File: src/sv/dcd_pkg.sv
// ----------------------------------------------------------------------------
// dcd_pkg
// Shared types and constants of the demo chunk deframer.
// ----------------------------------------------------------------------------
package dcd_pkg;

  localparam logic [2:0] KIND_TICK    = 3'd0;
  localparam logic [2:0] KIND_UNKNOWN = 3'd4;
  localparam logic [2:0] KIND_PAYLOAD = 3'd5;

  localparam logic [7:0] VERSION_INLINE_BIT = 8'd5;
  localparam logic [4:0] SIZE_ONE_BYTE      = 5'd30;
  localparam logic [4:0] SIZE_TWO_BYTES     = 5'd31;
  localparam logic [7:0] VERSION_RESET      = 8'd6;

  typedef struct packed {
    logic [2:0]  kind;
    logic        keyframe;
    logic        inline_delta;
    logic [31:0] tick_delta;
    logic [15:0] chunk_size;
    logic [7:0]  payload_byte;
    logic        last_byte;
  } result_t;

endpackage

File: src/sv/dcd_parser.sv
// ----------------------------------------------------------------------------
// dcd_parser
// Chunk stream parse state and the per-byte next-state and result logic.
// ----------------------------------------------------------------------------
module dcd_parser (
  input  logic             clk,
  input  logic             rst,
  input  logic             go,
  input  logic [7:0]       data,
  input  logic [7:0]       version,
  output logic             emit,
  output dcd_pkg::result_t res
);

  typedef enum logic [2:0] {
    PH_HEADER    = 3'd0,
    PH_TICKDELTA = 3'd1,
    PH_SIZE_ONE  = 3'd2,
    PH_SIZE_LO   = 3'd3,
    PH_SIZE_HI   = 3'd4,
    PH_PAYLOAD   = 3'd5
  } phase_t;

  phase_t      parse_phase, parse_phase_next;
  logic [1:0]  extra_count, extra_count_next;
  logic [31:0] delta_accum, delta_accum_next;
  logic [15:0] size_accum, size_accum_next;
  logic [15:0] bytes_left, bytes_left_next;
  logic [2:0]  held_kind, held_kind_next;
  logic        held_keyframe, held_keyframe_next;

  logic [15:0] fin_size;
  logic [2:0]  fin_kind;
  logic        fin;
  logic [15:0] left_dec;
  logic        tick_inline;
  logic [31:0] tick_value;

  always_comb begin
    parse_phase_next   = parse_phase;
    extra_count_next   = extra_count;
    delta_accum_next   = delta_accum;
    size_accum_next    = size_accum;
    bytes_left_next    = bytes_left;
    held_kind_next     = held_kind;
    held_keyframe_next = held_keyframe;
    emit               = 1'b0;
    res                = '0;
    fin                = 1'b0;
    fin_size           = size_accum;
    fin_kind           = held_kind;
    left_dec           = bytes_left - 16'd1;
    tick_inline        = 1'b0;
    tick_value         = '0;

    case (parse_phase)
      PH_TICKDELTA: begin
        delta_accum_next = {delta_accum[23:0], data};
        if (extra_count == 2'd3) begin
          extra_count_next = 2'd0;
          parse_phase_next = PH_HEADER;
          emit             = 1'b1;
          res.kind         = dcd_pkg::KIND_TICK;
          res.keyframe     = held_keyframe;
          res.tick_delta   = {delta_accum[23:0], data};
        end else begin
          extra_count_next = extra_count + 2'd1;
        end
      end
      PH_SIZE_ONE: begin
        fin      = 1'b1;
        fin_size = {8'd0, data};
      end
      PH_SIZE_LO: begin
        size_accum_next  = {8'd0, data};
        parse_phase_next = PH_SIZE_HI;
      end
      PH_SIZE_HI: begin
        fin      = 1'b1;
        fin_size = {data, size_accum[7:0]};
      end
      PH_PAYLOAD: begin
        bytes_left_next  = left_dec;
        emit             = 1'b1;
        res.kind         = dcd_pkg::KIND_PAYLOAD;
        res.payload_byte = data;
        res.last_byte    = (left_dec == 16'd0);
        if (left_dec == 16'd0) begin
          parse_phase_next = PH_HEADER;
        end
      end
      default: begin
        if (data[7]) begin
          // Version 5 and later mark an inline delta with bit 5.
          if (version >= dcd_pkg::VERSION_INLINE_BIT) begin
            tick_inline = data[5];
            tick_value  = {27'd0, data[4:0]};
          end else begin
            tick_inline = (data[5:0] != 6'd0);
            tick_value  = {26'd0, data[5:0]};
          end
          if (tick_inline) begin
            parse_phase_next = PH_HEADER;
            emit             = 1'b1;
            res.kind         = dcd_pkg::KIND_TICK;
            res.keyframe     = data[6];
            res.inline_delta = 1'b1;
            res.tick_delta   = tick_value;
          end else begin
            held_keyframe_next = data[6];
            delta_accum_next   = '0;
            extra_count_next   = 2'd0;
            parse_phase_next   = PH_TICKDELTA;
          end
        end else begin
          fin_kind       = (data[6:5] == 2'd0) ? dcd_pkg::KIND_UNKNOWN : {1'b0, data[6:5]};
          held_kind_next = fin_kind;
          if (data[4:0] == dcd_pkg::SIZE_ONE_BYTE) begin
            parse_phase_next = PH_SIZE_ONE;
          end else if (data[4:0] == dcd_pkg::SIZE_TWO_BYTES) begin
            parse_phase_next = PH_SIZE_LO;
          end else begin
            fin      = 1'b1;
            fin_size = {11'd0, data[4:0]};
          end
        end
      end
    endcase

    // The chunk size is complete: emit the descriptor and choose what follows.
    if (fin) begin
      size_accum_next = fin_size;
      emit            = 1'b1;
      res.kind        = fin_kind;
      res.chunk_size  = fin_size;
      if (fin_kind == dcd_pkg::KIND_UNKNOWN || fin_size == 16'd0) begin
        parse_phase_next = PH_HEADER;
      end else begin
        bytes_left_next  = fin_size;
        parse_phase_next = PH_PAYLOAD;
      end
    end
  end

  always_ff @(posedge clk) begin
    if (rst) begin
      parse_phase   <= PH_HEADER;
      extra_count   <= '0;
      delta_accum   <= '0;
      size_accum    <= '0;
      bytes_left    <= '0;
      held_kind     <= '0;
      held_keyframe <= 1'b0;
    end else if (go) begin
      parse_phase   <= parse_phase_next;
      extra_count   <= extra_count_next;
      delta_accum   <= delta_accum_next;
      size_accum    <= size_accum_next;
      bytes_left    <= bytes_left_next;
      held_kind     <= held_kind_next;
      held_keyframe <= held_keyframe_next;
    end
  end

endmodule

File: src/sv/dcd_out_reg.sv
// ----------------------------------------------------------------------------
// dcd_out_reg
// Result register with valid and ready toward the consumer.
// ----------------------------------------------------------------------------
module dcd_out_reg (
  input  logic             clk,
  input  logic             rst,
  input  logic             load,
  input  dcd_pkg::result_t load_res,
  output logic             space,
  output logic             res_valid,
  input  logic             res_ready,
  output dcd_pkg::result_t res
);

  // The register can take a new item in the same cycle the held one leaves.
  assign space = !res_valid || res_ready;

  always_ff @(posedge clk) begin
    if (rst) begin
      res_valid <= 1'b0;
    end else if (space) begin
      res_valid <= load;
    end
  end

  always_ff @(posedge clk) begin
    if (space && load) begin
      res <= load_res;
    end
  end

endmodule

File: src/sv/demo_chunk_deframer.sv
// ----------------------------------------------------------------------------
// demo_chunk_deframer
// Splits a recorded-demo chunk byte stream into descriptors and payload items.
// ----------------------------------------------------------------------------
// The block takes one stream byte per cycle with no bubbles while the result
// side is ready. A byte is held in the input register, then the parse logic
// updates the chunk state and, when the byte completes a header or carries
// payload, writes one item into the result register. Bytes that only continue
// a header (tick delta or size bytes) produce no item. Backpressure on the
// result side stalls the input register and, through it, the stream. The
// format version register may be written at any time the block is idle and
// is read when a tick header is parsed.
module demo_chunk_deframer (
  input  logic        clk,
  input  logic        rst,
  input  logic        stream_valid,
  output logic        stream_ready,
  input  logic [7:0]  stream_byte,
  input  logic        cfg_valid,
  output logic        cfg_ready,
  input  logic [7:0]  format_version,
  output logic        result_valid,
  input  logic        result_ready,
  output logic [2:0]  kind,
  output logic        keyframe,
  output logic        inline_delta,
  output logic [31:0] tick_delta,
  output logic [15:0] chunk_size,
  output logic [7:0]  payload_byte,
  output logic        last_byte
);

  logic             hold_valid;
  logic [7:0]       hold_byte;
  logic [7:0]       version;
  logic             space;
  logic             go;
  logic             emit;
  dcd_pkg::result_t parse_res;
  dcd_pkg::result_t out_res;

  assign cfg_ready    = 1'b1;
  assign go           = hold_valid && space;
  assign stream_ready = !hold_valid || space;

  always_ff @(posedge clk) begin
    if (rst) begin
      version <= dcd_pkg::VERSION_RESET;
    end else if (cfg_valid) begin
      version <= format_version;
    end
  end

  always_ff @(posedge clk) begin
    if (rst) begin
      hold_valid <= 1'b0;
    end else if (stream_ready) begin
      hold_valid <= stream_valid;
    end
  end

  always_ff @(posedge clk) begin
    if (stream_ready && stream_valid) begin
      hold_byte <= stream_byte;
    end
  end

  dcd_parser u_parser (
    .clk     (clk),
    .rst     (rst),
    .go      (go),
    .data    (hold_byte),
    .version (version),
    .emit    (emit),
    .res     (parse_res)
  );

  dcd_out_reg u_out (
    .clk       (clk),
    .rst       (rst),
    .load      (go && emit),
    .load_res  (parse_res),
    .space     (space),
    .res_valid (result_valid),
    .res_ready (result_ready),
    .res       (out_res)
  );

  assign kind         = out_res.kind;
  assign keyframe     = out_res.keyframe;
  assign inline_delta = out_res.inline_delta;
  assign tick_delta   = out_res.tick_delta;
  assign chunk_size   = out_res.chunk_size;
  assign payload_byte = out_res.payload_byte;
  assign last_byte    = out_res.last_byte;

endmodule
File: config.mk
export PLATFORM = sky130hd
export DESIGN_NAME = demo_chunk_deframer
export DESIGN_NICKNAME = d
export VERILOG_FILES = /design/src/sv/dcd_pkg.sv /design/src/sv/dcd_parser.sv /design/src/sv/dcd_out_reg.sv /design/src/sv/demo_chunk_deframer.sv
export SDC_FILE = /design/constraint.sdc
export NUM_CORES = 1
export LEC_CHECK = 0
export ABC_AREA = 1
export BUFFER_PORTS_ARGS = -buffer_cell sky130_fd_sc_hd__buf_2
export CAP_MARGIN = 20
export CORE_UTILIZATION = 55
export DETAILED_ROUTE_END_ITERATION = 10
export GPL_TIMING_DRIVEN = 1
export PLACE_DENSITY = 0.76
export SLEW_MARGIN = 0
export SYNTH_ARGS = -nofsm -noshare
export SYNTH_HDL_FRONTEND = slang
export SYNTH_SLANG_ARGS = --single-unit
File: constraint.sdc
create_clock -name clk -period 3.4 [get_ports clk]
set_input_delay 0.34 -clock clk [delete_from_list [all_inputs] [get_ports clk]]
set_output_delay 0.34 -clock clk [all_outputs]
set_load 0.02 [all_outputs]
Yosys cells after proc, flatten, opt, wreduce, memory -nomap -nowiden. Cells that the tools add are included.

Register bits: 145. Word-level logic and storage cells: 113. Output and inout port bits: 65.

Reductions and logical operators: 26. $lt $le $gt $ge: 1. Add/subtract/negate cells: 2. Bitwise operators: 4. Multiplexer cells: 49. Eq/ne operators: 13.

Operator list (number): two-way mux 16 bit (8); case mux 32 bit (2 select lines) (1); two-way mux 24 bit (2); case mux 16 bit (3 select lines) (1); case mux 24 bit (2 select lines) (1); two-way mux 37 bit (1); two-way mux 34 bit (1); two-way mux 3 bit (11); logical NOT 16 bit (2); two-way mux 32 bit (1); subtractor 16 x 1 -> 16 bit (second input constant) (1); two-way mux 1 bit (12); case mux 3 bit (4 select lines) (1); equality test 5 bit (second input constant) (2); equality test 3 bit (second input constant) (3); case mux 3 bit (3 select lines) (1); >= comparator 8 x 3 -> 1 bit (second input constant) (1); AND reduction 4 bit (2); nonzero test 7 bit (1); equality test 3 x 2 -> 1 bit (second input constant) (2); two-way mux 2 bit (3); two-way mux 6 bit (1); != test 3 x 1 -> 1 bit (second input constant) (2); nonzero test 6 bit (1); other kinds (20) (33).

Longest topological paths before layout. Gate-level depths: netlist of the first run.

Depth in word-level cells: 10. Depth in mapped cells: 16.

Modules after synthesis. A second synthesis of the first run with hierarchy kept.

Cell total of the unflattened synthesis: 878. Area, all modules: 6909.1 um2.

Modules (own cells, without submodules): dcd_parser (instances 1, sequential area each 1301.2 um2, cells each 756, area each 4424.2 um2); dcd_out_reg (instances 1, sequential area each 1881.8 um2, cells each 68, area each 1909.3 um2); demo_chunk_deframer (instances 1, sequential area each 420.4 um2, cells each 54, area each 575.6 um2).

Worst setup path after synthesis of the first run. No wires, ideal clock.

Path type: flip-flop to flip-flop. Start: register hold_byte[1]. End: register u_out.res[0] (netlist bit), enable pin. Setup time: 0.416 ns. Arrival time: 2.544 ns. Data required time: 2.984 ns. Path buffers: 1. Path slack: 0.440 ns. Stages on the path, launching flop included: 11. Path through: edfxtp_1 > nand2_1 > inv_1 > nand2_1 > nand2_1 > nand2_4 > a21oi_4 > clkbuf_1 > nand4_1 > nand2_1 > inv_1.

Longest elaborated chain between the ends: 10. Elaborated cells between the ends (all ways): 16.

Ends and longest elaborated chain: start: declaration (line demo_chunk_deframer.sv:34) `logic [7:0] hold_byte;`; start signal: assignment (line demo_chunk_deframer.sv:64) `hold_byte <= stream_byte;`; nonzero test 6 bit (line dcd_parser.sv:99) `tick_inline = (data[5:0] != 6'd0);`; two-way mux 1 bit (line dcd_parser.sv:95) `if (version >= dcd_pkg::VERSION_INLINE_BIT) begin`; two-way mux 1 bit (line dcd_parser.sv:93) `if (data[7]) begin`; two-way mux 1 bit (line dcd_parser.sv:56) `case (parse_phase)`; two-way mux 1 bit (line dcd_parser.sv:102) `if (tick_inline) begin`; two-way mux 1 bit (line dcd_parser.sv:93); case mux 1 bit (3 select lines) (line dcd_parser.sv:56); two-way mux 1 bit (*) (line dcd_parser.sv:131) `if (fin) begin`; logical AND 1 bit (*) (line demo_chunk_deframer.sv:81) `.load (go && emit),`; logical AND 1 bit (*) (line dcd_out_reg.sv:28) `if (space && load) begin`; end signal: assignment (line dcd_out_reg.sv:29) `res <= load_res;`; end: declaration (line dcd_out_reg.sv:13) `output dcd_pkg::result_t res`.

Mark *: on every way between the ends. The rest lies on a longest branch, timed or not. The select of a mux whose other input is x is not followed. A chain may end at the register's enable or synchronous reset.

Final worst setup path of the first run.
Start: register hold_byte[7]. End: register u_out.res[55] (netlist bit), enable pin.

Longest elaborated chain between the ends: 5. Elaborated cells between the ends (all ways): 7.

Ends and longest elaborated chain (line): two-way mux 1 bit (dcd_parser.sv:93); case mux 1 bit (3 select lines) or case mux 1 bit (2 select lines) (tied branches) (dcd_parser.sv:56); two-way mux 1 bit (*) (dcd_parser.sv:131); logical AND 1 bit (*) (demo_chunk_deframer.sv:81); logical AND 1 bit (*) (dcd_out_reg.sv:28).

Mark *: on every way between the ends. The rest lies on a longest branch, timed or not.

==> results of run 1 <==
[cell families after synthesis]
family                     after synthesis  share of synthesized area, %
and+or+nand+nor                        483                         28.56
DFF                                    145                         51.97
buffers and inverters                  138                         7.975
AOI/OAI and AO/OA                      126                         10.14
xor gates and xnor gates                 6                        0.7580
adders and majority gates                3                        0.5414
other                                    1                       0.05408
[cells in the final DEF, fill, tap and decap left out, types with 3 or more instances in the layout]
master,count
buf_2,84
inv_2,7
nor2_1,122
nand2_1,279
inv_1,90
o21ai_0,47
nand3_1,58
clkinv_1,6
clkbuf_16,17
a21oi_1,66
xor2_1,3
dfxtp_1,75
inv_6,6
nand4_1,5
edfxtp_1,70
buf_4,8
nand2_2,6
xnor2_1,3
ha_1,3
nor3_1,4
[routing by layer]
metal,GRT usage [%],routed length (um)
met1,34.81,7310
met2,44.08,7721
met3,6.988,1123
met4,9.697,261
met5,0,0
[stage by stage]
stage / utilization (%) / instance area [um2]
final: 66.32 / 8065
after global routing: 66.32 / 8065
after CTS: 66.32 / 8065
after detailed placement: 61.54 / 7485
after global placement: 61.54 / 7485
after floorplan: - / 6934
[power groups by stage]
stage | Combinational (W) | Clock, W | Sequential, W
after floorplan | 0.000746 | 0 | 0.00209
after global placement | 0.00104 | 0 | 0.00205
after detailed placement | 0.00104 | 0 | 0.00205
after CTS | 0.00105 | 0.00186 | 0.00201
after global routing | 0.00119 | 0.00194 | 0.00203
final | 0.00106 | 0.00184 | 0.00201
[path summary, 6_finish.rpt]
path	start	depth (start not counted)	slack, ps	endpoint
max	hold_byte[7]	8	570	u_out.res[55]
min	stream_byte[0]	1	80	hold_byte[0]
max reg2reg	hold_byte[7]	8	570	u_out.res[55]
min reg2reg	version[2]	2	460	version[2]
[registers in the layout (all words and copies together) (netlist names)]
| register | flops |
|---|---|
| hold_byte | 8 |
| hold_valid | 1 |
| u_out.res | 62 |
| u_out.res_valid | 1 |
| u_parser.bytes_left | 16 |
| u_parser.delta_accum | 24 |
| u_parser.extra_count | 2 |
| u_parser.held_keyframe | 1 |
| u_parser.held_kind | 3 |
| u_parser.parse_phase | 3 |
| u_parser.size_accum | 16 |
| version | 8 |
[cell type report]
| cell class | instances | area (um2) |
|---|---|---|
| Tap cell | 168 | 210.2 |
| Clock inverter | 13 | 147.6 |
| Multi-Input combinational cell | 619 | 2778 |
| Fill cell | 1079 | 4096 |
| Timing Repair Buffer | 93 | 500.5 |
| Clock buffer | 19 | 432.9 |
| Inverter | 104 | 392.9 |
| Sequential cell | 145 | 3603 |
==> out/results.txt, run 1 <==
Seq/Total Area, Yosys: 51.97%
Global-route wire length before repair: 26.85 mm
Total power: 0.004917 W
Setup Buffers After CTS: 0
GPL Wtd Cong: 0.9191
Max-capacitance violation count: 0
Routed Antenna Nets: 0
Root Driver: clkbuf_16
Status: completed
Clock tree from TritonCTS: built
Setup CP Type: reg -> reg
Internal power: 0.003353 W
Slew margin rel.: 48.61%
Layout cells sized above 1: 15.11%
H-Tree Depth: 4
Synth area leaders: edfxtp_1 30%, dfxtp_1 22%, nand2_1 15%, nor2_1 6.6%, inv_1 4.9%
Layout Cells excl Fill: 1161
Most used cell, CP: nand2_1
Synth warn: 0
DRC violations left: 0
Sw frac: 31.81%
Clk_skew: 11.31 ps
Total track usage: 27.03%
Endpoints failing hold: 0
Final Max Slew Viols: 0
Wire length per cell: 14.14 um
Final setup viols: 0
Part of the power in registers: 41.0%
Pre-Repair DR Iteration Count: 4
Initial antenna violation count: 0
Post-synth top cells: 279 x nand2_1, 122 x nor2_1, 91 x inv_1
Grt total ovfl: 0
Post-synth top area cell: edfxtp_1
WP buf/inv: 3
ANT cells: 0
Slew @ Worst Pin: 770.1 ps
RSZ-0062 raised after global routing: no
Vias per inst: 5.188
Hold-fix buffers, CTS: 0
Post-synthesis cell type count: 40
Final WS setup: 568.9 ps
Power share of the combinational group: 21.5%
Slowest CP cell: edfxtp_1
Post-synth ARST share: 0%
# clock sinks: 145
Number of global-route vias before repair: 5482
Placed insts: 1129
Largest net degree at the start of global routing: 53
CP required: 3560 ps
Core area: 12160 um2
Pleak: 3.547 nW
Hpwl dp: 11.21 mm
DIE AREA: 13060 um2
Initial core utilization: 57.02%
Endpoint type of the worst setup path: flop
Final period utilization: 83.27%
Resized cells post-CTS: 0
IO Count: 86
Row count: 40
Yosys top cell area share: 30.31%
Worst-Skew Late Latency: 430 ps
FF+latch count, synth: 145
Mean Syn Cell Area: 7.688 um2
Worst vdd ir: 405.3 uV
1st-iter DRT viols: 431
Total Wirelength: 16.42 mm
Critical path startpoint category: flop
Syn nets: 926
Max incr delay on CP: 660 ps
Delay-heaviest family, CP: buffers and inverters
CP max FO: 42
Mapped Cells: 902
FMAX: 0.3532 GHz
Post-synth top flop: dfxtp_1
Die Wd: 114.3 um
NetSw: 0.001564 W
HP Class: in -> reg
Cell with the most instances after synthesis: nand2_1
Power Dens Cells: 609.6 nW/um2
Clk network pwr share: 37.5%
Clock edge transition at the registers on the reported setup and hold paths: 60 ps
Cells along the critical path: inv_1 > nand2_1 > nand2_4 > a21oi_4 > nand4_1 > nand2_1 > inv_2 > buf_12
Clk buf depth: 2
NumNets Final: 1004
Area Growth Syn to Fin: 16.31%
EDFF count, synth: 70
Syn Std Cell Area: 6934 um2
Cts bufs inserted: 17
Critical path arrival: 3000 ps
Hold slack: 76.36 ps
Setup_tns: 0 ps
DP Worst Slack: 622.1 ps
Die Height: 114.3 um
Crit path time final: 2831 ps
IO buf count: 84
Vias: 6023
(Power assumes the default switching activity.)
==> run 2, diff against run 1 <==
--- a/config.mk
+++ b/config.mk
@@ -5,13 +5,13 @@
 export SDC_FILE = /design/constraint.sdc
 export NUM_CORES = 1
 export LEC_CHECK = 0
-export ABC_AREA = 1
+export ABC_AREA = 0
 export BUFFER_PORTS_ARGS = -buffer_cell sky130_fd_sc_hd__buf_2
 export CAP_MARGIN = 20
 export CORE_UTILIZATION = 55
 export DETAILED_ROUTE_END_ITERATION = 10
 export GPL_TIMING_DRIVEN = 1
-export PLACE_DENSITY = 0.76
+export PLACE_DENSITY = 0.77
 export SLEW_MARGIN = 0
 export SYNTH_ARGS = -nofsm -noshare
 export SYNTH_HDL_FRONTEND = slang
==> constraint.sdc (replaced) <==
create_clock -name clk -period 2.7 [get_ports clk]
set_input_delay 0.27 -clock clk [delete_from_list [all_inputs] [get_ports clk]]
set_output_delay 0.27 -clock clk [all_outputs]
set_load 0.02 [all_outputs]
==> out/results.txt, run 2 <==
Status: complete, but fails checks
Failing checks: DRC, setup timing
Endpoints failing hold: 0 (unchanged)
Crit path from: hold_byte[7]
IO Count: 86 (unchanged)
Critical path startpoint category: flop
Die Height: 111.3 um (-2.6%)
Row count: 39 (-2.5%)
Initial antenna violation count: 0 (unchanged)
Hold Crit Start: stream_byte[6]
Vias: 5740 (-4.7%)
GPL Wtd Cong: 0.9631 (+4.8%)
Post-synth top area cell: edfxtp_1
Cell with the most instances after synthesis: dfxtp_1
Synth warn: 0 (unchanged)
ANT cells: 0 (unchanged)
1st-iter DRT viols: 544 (+26%)
FMAX: 0.3545 GHz (+0.38%)
Biggest regs: u_out.res x62, u_parser.delta_accum x24
FF+latch count, synth: 145 (unchanged)
Vias per inst: 6.119 (+18%)
HP Class: in -> reg
Hold-fix buffers, CTS: 0 (unchanged)
Mapped Cells: 636 (-29%)
Total track usage: 31.51% (+4.5 points)
Area Growth Syn to Fin: 28.12%
Max-capacitance violation count: 0 (unchanged)
# clock sinks: 145 (unchanged)
Pre-Repair DR Iteration Count: 8 (+4)
Clk_skew: 7.039 ps (-4.268 ps)
Number of global-route vias before repair: 5564 (+1.5%)
Slew margin rel.: 61.01% (+12 points)
Grt total ovfl: 0 (unchanged)
Worst vdd ir: 374.4 uV (-7.6%)
Initial core utilization: 57.07% (about the same)
NumNets Final: 806 (-20%)
Crit path time final: 2821 ps (-10.58 ps)
Layout cells sized above 1: 29.69% (+15 points)
Max FFs per register: 62 (unchanged)
Syn nets: 660 (-29%)
Max incr delay on CP: 510 ps (-150 ps)
Fillers: 815 (-24%)
Cells along the critical path: a41o_4 > a22o_1 > a221o_1 > or4_4 > o211ai_4 > mux2_4 > a211oi_2
Final WS setup: -120.6 ps (-689.4 ps)
Fin area: 8421 um2 (+4.4%)
Endpoint type of the worst setup path: flop
Commonest non-fill, non-tap cell in the layout: buf_4
Cts bufs inserted: 17 (unchanged)
Die Wd: 111.3 um (-2.6%)
Setup CP Type: reg -> reg
Post-synth top cells: 75 x dfxtp_1, 70 x edfxtp_1, 63 x nor2_1
Root Driver: clkbuf_16
Yosys top cell area share: 31.98% (+1.7 points)
Commonest cells after routing, fill and taps aside: 87 x buf_4, 84 x buf_2, 75 x dfxtp_1, 70 x edfxtp_1, 60 x nor2_1
EDFF count, synth: 70 (unchanged)
Post-synth top flop: dfxtp_1
CP required: 3040 ps (-520 ps)
Routed Antenna Nets: 0 (unchanged)
Final period utilization: 104.5% (+21 points)
Slew @ Worst Pin: 577.0 ps (-193.1 ps)
Reg-to-Reg Start: hold_byte[7]
Total power: 0.005848 W (+19%)
DRC violations left: 12 (+12)
CP max FO: 6 (-86%)
Power Dens Cells: 694.5 nW/um2 (+14%)
Core area: 11520 um2 (-5.3%)
Wire length per cell: 20.29 um (+43%)
Seq/Total Area, Yosys: 54.83% (+2.9 points)
Reg2Reg Setup Slack: -120 ps (-690 ps)
Slowest CP cell: or4_4
Syn Std Cell Area: 6573 um2 (-5.2%)
Clk buf depth: 2 (unchanged)
IO buf count: 84 (unchanged)
Clock edge transition at the registers on the reported setup and hold paths: 60 ps (about the same)
Global-route wire length before repair: 29.55 mm (+10%)
Synth area leaders: edfxtp_1 32%, dfxtp_1 23%, a22o_1 3.6%, nor2_1 3.6%, and3_1 3.4%
Finished Core Util: 73.12% (+6.8 points)
Placed Area: 7622 um2 (+1.8%)
Worst-Skew Late Latency: 420 ps (about the same)
Post-synth ARST share: 0% (unchanged)
H-Tree Depth: 4 (unchanged)
RSZ-0062 raised after global routing: yes
Clock tree from TritonCTS: built
Post-synthesis cell type count: 72 (+80%)
Hpwl dp: 13.30 mm (+19%)
Critical path arrival: 3160 ps (+160 ps)
Final setup viols: 17 (+17)
Final Max Slew Viols: 0 (unchanged)
Largest net degree at the start of global routing: 58 (+9.4%)
DIE AREA: 12390 um2 (-5.1%)
Total Wirelength: 19.03 mm (+16%)
Top reg by flops: u_out.res
Hold slack: 21.49 ps (-54.87 ps)
Pleak: 3.488 nW (-1.7%)
Mean Syn Cell Area: 10.33 um2 (+34%)
==> run 2: report_power, final <==
group	switching, W	leakage, nW	internal, W
registers	0.0000645	1.26	0.00241
logic	0.000548	1.93	0.000375
clock network	0.000885	0.298	0.00157
total	0.00150	3.49	0.00435
==> run 2: cell families after synthesis <==
family / share of synthesized area, %
other: 0.05706
xor gates and xnor gates: 0.2666
AOI/OAI and AO/OA: 18.50
adders and majority gates: 0.5712
DFF: 54.83
muxes: 3.141
buffers and inverters: 4.131
and+or+nand+nor: 18.50
==> run 2: stage by stage <==
step	setup TNS (ps)	std cells	worst slack, ps
2_1_floorplan	-5333	636	-86.02
3_3_place_gp	-232.2	896	-50.88
3_5_place_dp	-642.3	896	-154.4
4_1_cts	-147.5	931	-56.37
5_1_grt	-2816	938	-221.5
6_report	-1091	938	-120.6
==> run 2: critical path, delay by kind of cell (launching register included) <==
kind,cells,cell delay (ps)
AND/OR/NAND/NOR,1,510
multiplexers,1,340
flip-flops,1,500
AO/OA/AOI/OAI,5,1390
==> run 2: path summary, 6_finish.rpt <==
kind | endpoint | cells after the start
setup / recovery | u_parser.bytes_left[6] | 7
hold / removal | hold_byte[6] | 1
setup reg to reg | u_parser.bytes_left[6] | 7
hold reg to reg | u_parser.delta_accum[21] | 1
==> run 2: repair_timing <==
| action | 4_1_cts | 5_1_grt |
|---|---|---|
| buffers inserted | 4 | 7 |
| setup endpoints to repair | 8 | 19 |
| hold endpoints to repair | 0 | 0 |
| pin swaps | 5 | 7 |
| gates resized for setup | 4 | 20 |
==> run 2: area by class of cell <==
type,instances,area [um2],share of cell area [%]
timing repair buffer,178,1161,13.79
inverter,13,48.80,0.5795
multi-input combinational,427,2814,33.42
clock inverter,10,160.2,1.902
clock buffer,22,454.2,5.394
tap,143,178.9,2.125
sequential,145,3603,42.79
==> run 2: per-layer routing <==
layer | share of wire, % | wire length (um) | vias to the layer above | track usage [%]
met1 | 44 | 8419 | 2772 | 41.58
li1 | - | - | 2675 | -
met4 | 2.3 | 431 | 0 | 11.71
met2 | 47 | 8866 | 257 | 50.63
met3 | 6.9 | 1313 | 36 | 7.490
met5 | 0 | 0 | - | 0
